## config.mk

```make
export PLATFORM = sky130hd
export DESIGN_NAME = cgs_ram
export DESIGN_NICKNAME = d
export VERILOG_FILES = /design/src/design/cgs_ram.sv
export SDC_FILE = /design/constraint.sdc
export NUM_CORES = 2
export LEC_CHECK = 0
export ABC_AREA = 0
export BUFFER_PORTS_ARGS = -buffer_cell sky130_fd_sc_hd__buf_4
export CAP_MARGIN = 15
export CORE_MARGIN = 10
export CORE_UTILIZATION = 40
export CTS_CLUSTER_DIAMETER = 150
export DETAILED_ROUTE_END_ITERATION = 10
export RECOVER_POWER = 100
export SLEW_MARGIN = 20
export SYNTH_ARGS = -nofsm -noshare
export SYNTH_HDL_FRONTEND = slang
export SYNTH_SLANG_ARGS = --single-unit
```

## constraint.sdc

```tcl
create_clock -name aclk -period 3.46 [get_ports aclk]
set_clock_uncertainty 0.15 [all_clocks]
set_input_delay 0.692 -clock aclk [delete_from_list [all_inputs] [get_ports aclk]]
set_output_delay 0.692 -clock aclk [all_outputs]
set_load 0.05 [all_outputs]
```

## src/design/cgs_ram.sv

```systemverilog
// generic single port write, single read port synchronous ram
module cgs_ram #(
    parameter int WIDTH = 8,
    parameter int DEPTH = 256
) (
    input  logic aclk,
    input  logic we,
    input  logic [$clog2(DEPTH)-1:0] waddr,
    input  logic [WIDTH-1:0] wdata,
    input  logic [$clog2(DEPTH)-1:0] raddr,
    output logic [WIDTH-1:0] rdata
);
    logic [WIDTH-1:0] mem [DEPTH];
    always_ff @(posedge aclk) begin
        if (we) begin
            mem[waddr] <= wdata;
        end
        rdata <= mem[raddr];
    end
endmodule

```

* Word level (Yosys, flattened, before mapping)
Memory sizes are Yosys's and may differ from the RTL's. A register that Yosys moved wholly into a read port is not among the register bits. Index checks and enable logic that the tools add are counted.
Cells by class: muxes and demuxes 2
Operator list (count):
- $mux W1 | 2
Word-level totals: logic and storage cells 3, flip-flop bits (word level) 0, memory bits (writable) 2048, input port bits 26, output and inout bits 8, memories kept 1
Memory list:
- mem | depth 256, bits a word 8, read ports 1, clocked after memory_dff 1, write ports 1, RTL line 13 | logic [WIDTH-1:0] mem [DEPTH];

* Logic depth before layout (Yosys ltp)
depth after elaboration 2, depth in mapped cells 11, gate-level depth less buffers 6

* Worst setup path before layout
Ideal clock, no wire load.
path kind in2reg, start point input port raddr[0], end point register rdata[2] (read register of mem), data required time 3.179 ns, arrival 2.499 ns, path buffers 4, path slack 0.680 ns, cell stages on the path 9, setup time 0.131 ns, path through buf_6 -> buf_12 -> buf_8 -> buf_2 -> mux4_2 -> a22oi_1 -> a21oi_1 -> nor4_1 -> nor4_2
RTL lines:
- from (decl) | RTL line 10 | input logic [$clog2(DEPTH)-1:0] raddr,
- to (decl) | RTL line 11 | output logic [WIDTH-1:0] rdata

* Final worst setup path
start point input port waddr[1], end point memory mem[28][1] (enable)
RTL lines:
- from (decl) | RTL line 8 | input logic [$clog2(DEPTH)-1:0] waddr,
- to (decl) | RTL line 13
No word-level cell before the write port.

==> flow_summary.ini <==
[outcome]
outcome = finished with violations
violations = capacitance limit, slew limit

[sta]
rsz0062_at_grt = no
finalHoldViolCount = 0
max_freq_mhz = 299.3
slew_headroom = -0.6279
fin_crit_ps = 3342
maxSlewViolCount = 789
post-route-period-util = 0.9658
finalSetupViolCount = 0
whs_ps = 123.7
tightest_slew_ps = 2442

[synth]
synth-adder-area-share = 0
yosysWarnings = 0
ys_ff_latch = 2056
synth.avg_cell_area_um2 = 21.31
async_reset_ff_frac = 0
synth_edf_count = 2048
synth_cell_types = 55
synth_xor_area_frac = 0
syn_area_um2 = 79560
syn-num-nets = 3759
yosys_most_used_dff = edfxtp_1
synth_top_family_by_area = multiplexers
synth_simple_gate_area_frac = 0.02628
synth_compound_area_frac = 0.03419
synth_mux_area_frac = 0.1462
synth_cells = 3733
seq_area_frac_synth = 0.7750

[setup_path]
cp_slowest_cell = clkbuf_1
critPathArrivalTime_ps = 3720
critical_path.max_fanout = 10
required_ps = 3840
rr_endpoint = rdata[5]$_DFF_P_
timing.rr.start = mem[211][5]$_DFFE_PP_
path_common_cell = clkbuf_1
critPathCaptureType = flip-flop
worst_setup_path_start_kind = primary input
r2r_setup_slack_ps = 410
reg2regPathDepth = 7
critical_path_class = in -> reg
slowest_delay_ps = 1130
crit_chain = clkbuf_1, nor2_1, nand4_1, clkbuf_1, clkbuf_1, nor2_1, clkbuf_2

[clock_tree]
cts-root-buf = clkbuf_16
ctsResizeCount = 0
cts.sinks = 2056
postCtsHoldBufs = 0
post-cts-setup-buffers = 0
cts_buffers = 206
cts_tree = built
cts.clk_slew.worst_paths_ps = 60
clock_latency_ps = 850
cts_htree_levels = 4
clockBufferDepth = 3

[global_route]
gr-total-overflow = 0
grt_pass1_vias = 40770
grt_max_degree = 99
grtUsageTotal = 0.1849
antenna_found_initial = 2
grt_first_pass_wirelength_mm = 296.1

[drt]
drtPass1Iterations = 5
viasPerCell = 5.661
drt_iter0_drc = 4741
drt-total-wl_mm = 204.3
drc = 0
wl_per_cell_um = 28.69
dr_total_vias = 40310
ant_nets = 0

[floorplan]
core_um2 = 197600
io_pins = 34
start_util = 0.4026
dieArea_um2 = 217100
rows = 163
fp.dieW_um = 466.0
die_height_um = 466.0

[placed_design]
postPlaceCellArea_um2 = 86880
io_buffer_count = 33
hpwl_mm = 131.6
placedCellCount = 6735
gp_congestion = 0.8128

[cells_and_area]
multiInputGateArea_um2 = 16500
fill_cells = 16560
syn_to_final_growth_pct = 15.65
finalNonFillerCells = 7120
design_area_um2 = 92010
final_nets = 4329
drive_gt1_frac = 0.2326
utilization = 0.4656
seq_area_um2 = 61660

[pwr]
p_leak_nw = 28.47
power_density_nw_per_um2 = 564.5
peakVddDrop_mv = 0.5348

[hold_path]
whs_path_depth = 1
hold_start = wdata[7]
hold_path.class = in -> reg
hold_end = mem[127][7]$_DFFE_PP_

[job]
maxCapViolations = 14
## metal layers
metal,wire length (um),up-vias,track usage
li1,-,16870,-
met1,85280,21610,0.2596
met2,98670,1558,0.2972
met3,15220,270,0.03616
met4,5101,0,0.04762
met5,0,-,0
## Yosys cell counts, types with 2 or more instances
cell	n	area, um2
buf_2	31	155.2
o32ai_1	4	35.03
buf_1	22	82.58
and2_1	6	37.54
a22oi_1	133	998.5
buf_6	21	236.5
buf_8	13	195.2
a311oi_1	2	17.52
nor2b_1	31	193.9
nor4_2	3	37.54
a2111oi_1	2	20.02
edfxtp_1	2048	61500
o21ai_0	10	50.05
a22o_1	8	70.07
a211oi_1	16	120.1
a2111oi_0	2	17.52
a21oi_1	96	480.5
o22a_1	5	43.79
o211ai_1	10	75.07
nand4_1	10	62.56
or2_2	4	25.02
nor4_1	24	150.1
o21ai_1	2	10.01
nand3b_1	2	15.01
mux2i_1	134	1341
nor3_1	22	110.1
nand2_1	33	123.9
o221ai_1	46	402.9
dfxtp_1	8	160.2
a221oi_1	13	113.9
buf_12	8	160.2
mux4_2	454	10220
nand2b_1	8	50.05
buf_4	27	202.7
nor2_1	282	1059
o22ai_1	28	175.2
a31oi_1	2	12.51
and3b_1	2	17.52
mux4_1	2	52.55
nand3_1	34	170.2
clkbuf_1	111	416.7
## final cells by class
| class | count | share of cell area |
|---|---|---|
| Antenna cell | 1 | 0.00002720 |
| Clock buffer | 267 | 0.05918 |
| Clock inverter | 117 | 0.01203 |
| Inverter | 2 | 0.00008159 |
| Multi-Input combinational cell | 1442 | 0.1793 |
| Sequential cell | 2056 | 0.6701 |
| Tap cell | 2640 | 0.03590 |
| Timing Repair Buffer | 595 | 0.04331 |
## metrics by stage
stage | power, W | TNS (ps) | setup WS, ps
final | 0.05194 | 0 | 118.5
after global routing | 0.05350 | 0 | 94.78
after CTS | 0.05238 | 0 | 257.0
after detailed placement | 0.03090 | -2013 | -626.8
after global placement | 0.03086 | -2736 | -754.9
after floorplan | 0.02940 | 0 | 680.1
## worst max-delay path by stage
stage | startpoint | to | slack, ps | cells after the start
floorplan | raddr[0] | rdata[2]$_DFF_P_ | 680 | 9
global placement | raddr[0] | rdata[6]$_DFF_P_ | -750 | 9
detailed placement | raddr[1] | rdata[5]$_DFF_P_ | -630 | 10
CTS | raddr[1] | rdata[5]$_DFF_P_ | 260 | 10
global route | wdata[5] | mem[56][5]$_DFFE_PP_ | 90 | 2
finish | waddr[1] | mem[28][1]$_DFFE_PP_ | 120 | 7
## flip-flops by register name, summed over array words and instances (netlist names)
signal and count:
mem 2048, rdata 8
## power by group
part / total, W / switching (W) / internal [W]
Combinational: 0.00275 / 0.00174 / 0.00101
Sequential: 0.0275 / 0.0000618 / 0.0275
Clock: 0.0216 / 0.00940 / 0.0122
## kinds of logic (layout without fill, tap and decap cells)
kind of cell,after synthesis,count (layout)
AOI/OAI and AO/OA,385,385
muxes,591,591
and+or+nand+nor,466,466
other,0,1
DFF,2056,2056
buffers and inverters,235,981
## cells in the final DEF (no fill, tap or decap), drive strengths merged, types with 28 or more instances in the layout
cell type / n
edfxtp: 2048
clkbuf: 601
mux4: 456
nor2: 282
buf: 260
mux2i: 134
a22oi: 133
a21oi: 96
clkinv: 93
o221ai: 47
nand3: 34
nand2: 33
nor2b: 31
o22ai: 28
## critical path: cells and delay by family
kind	cells	cell delay [ps]
buf+inv	4	2470
simple gates	3	550
No activity file was read; power rests on OpenSTA's default activity.
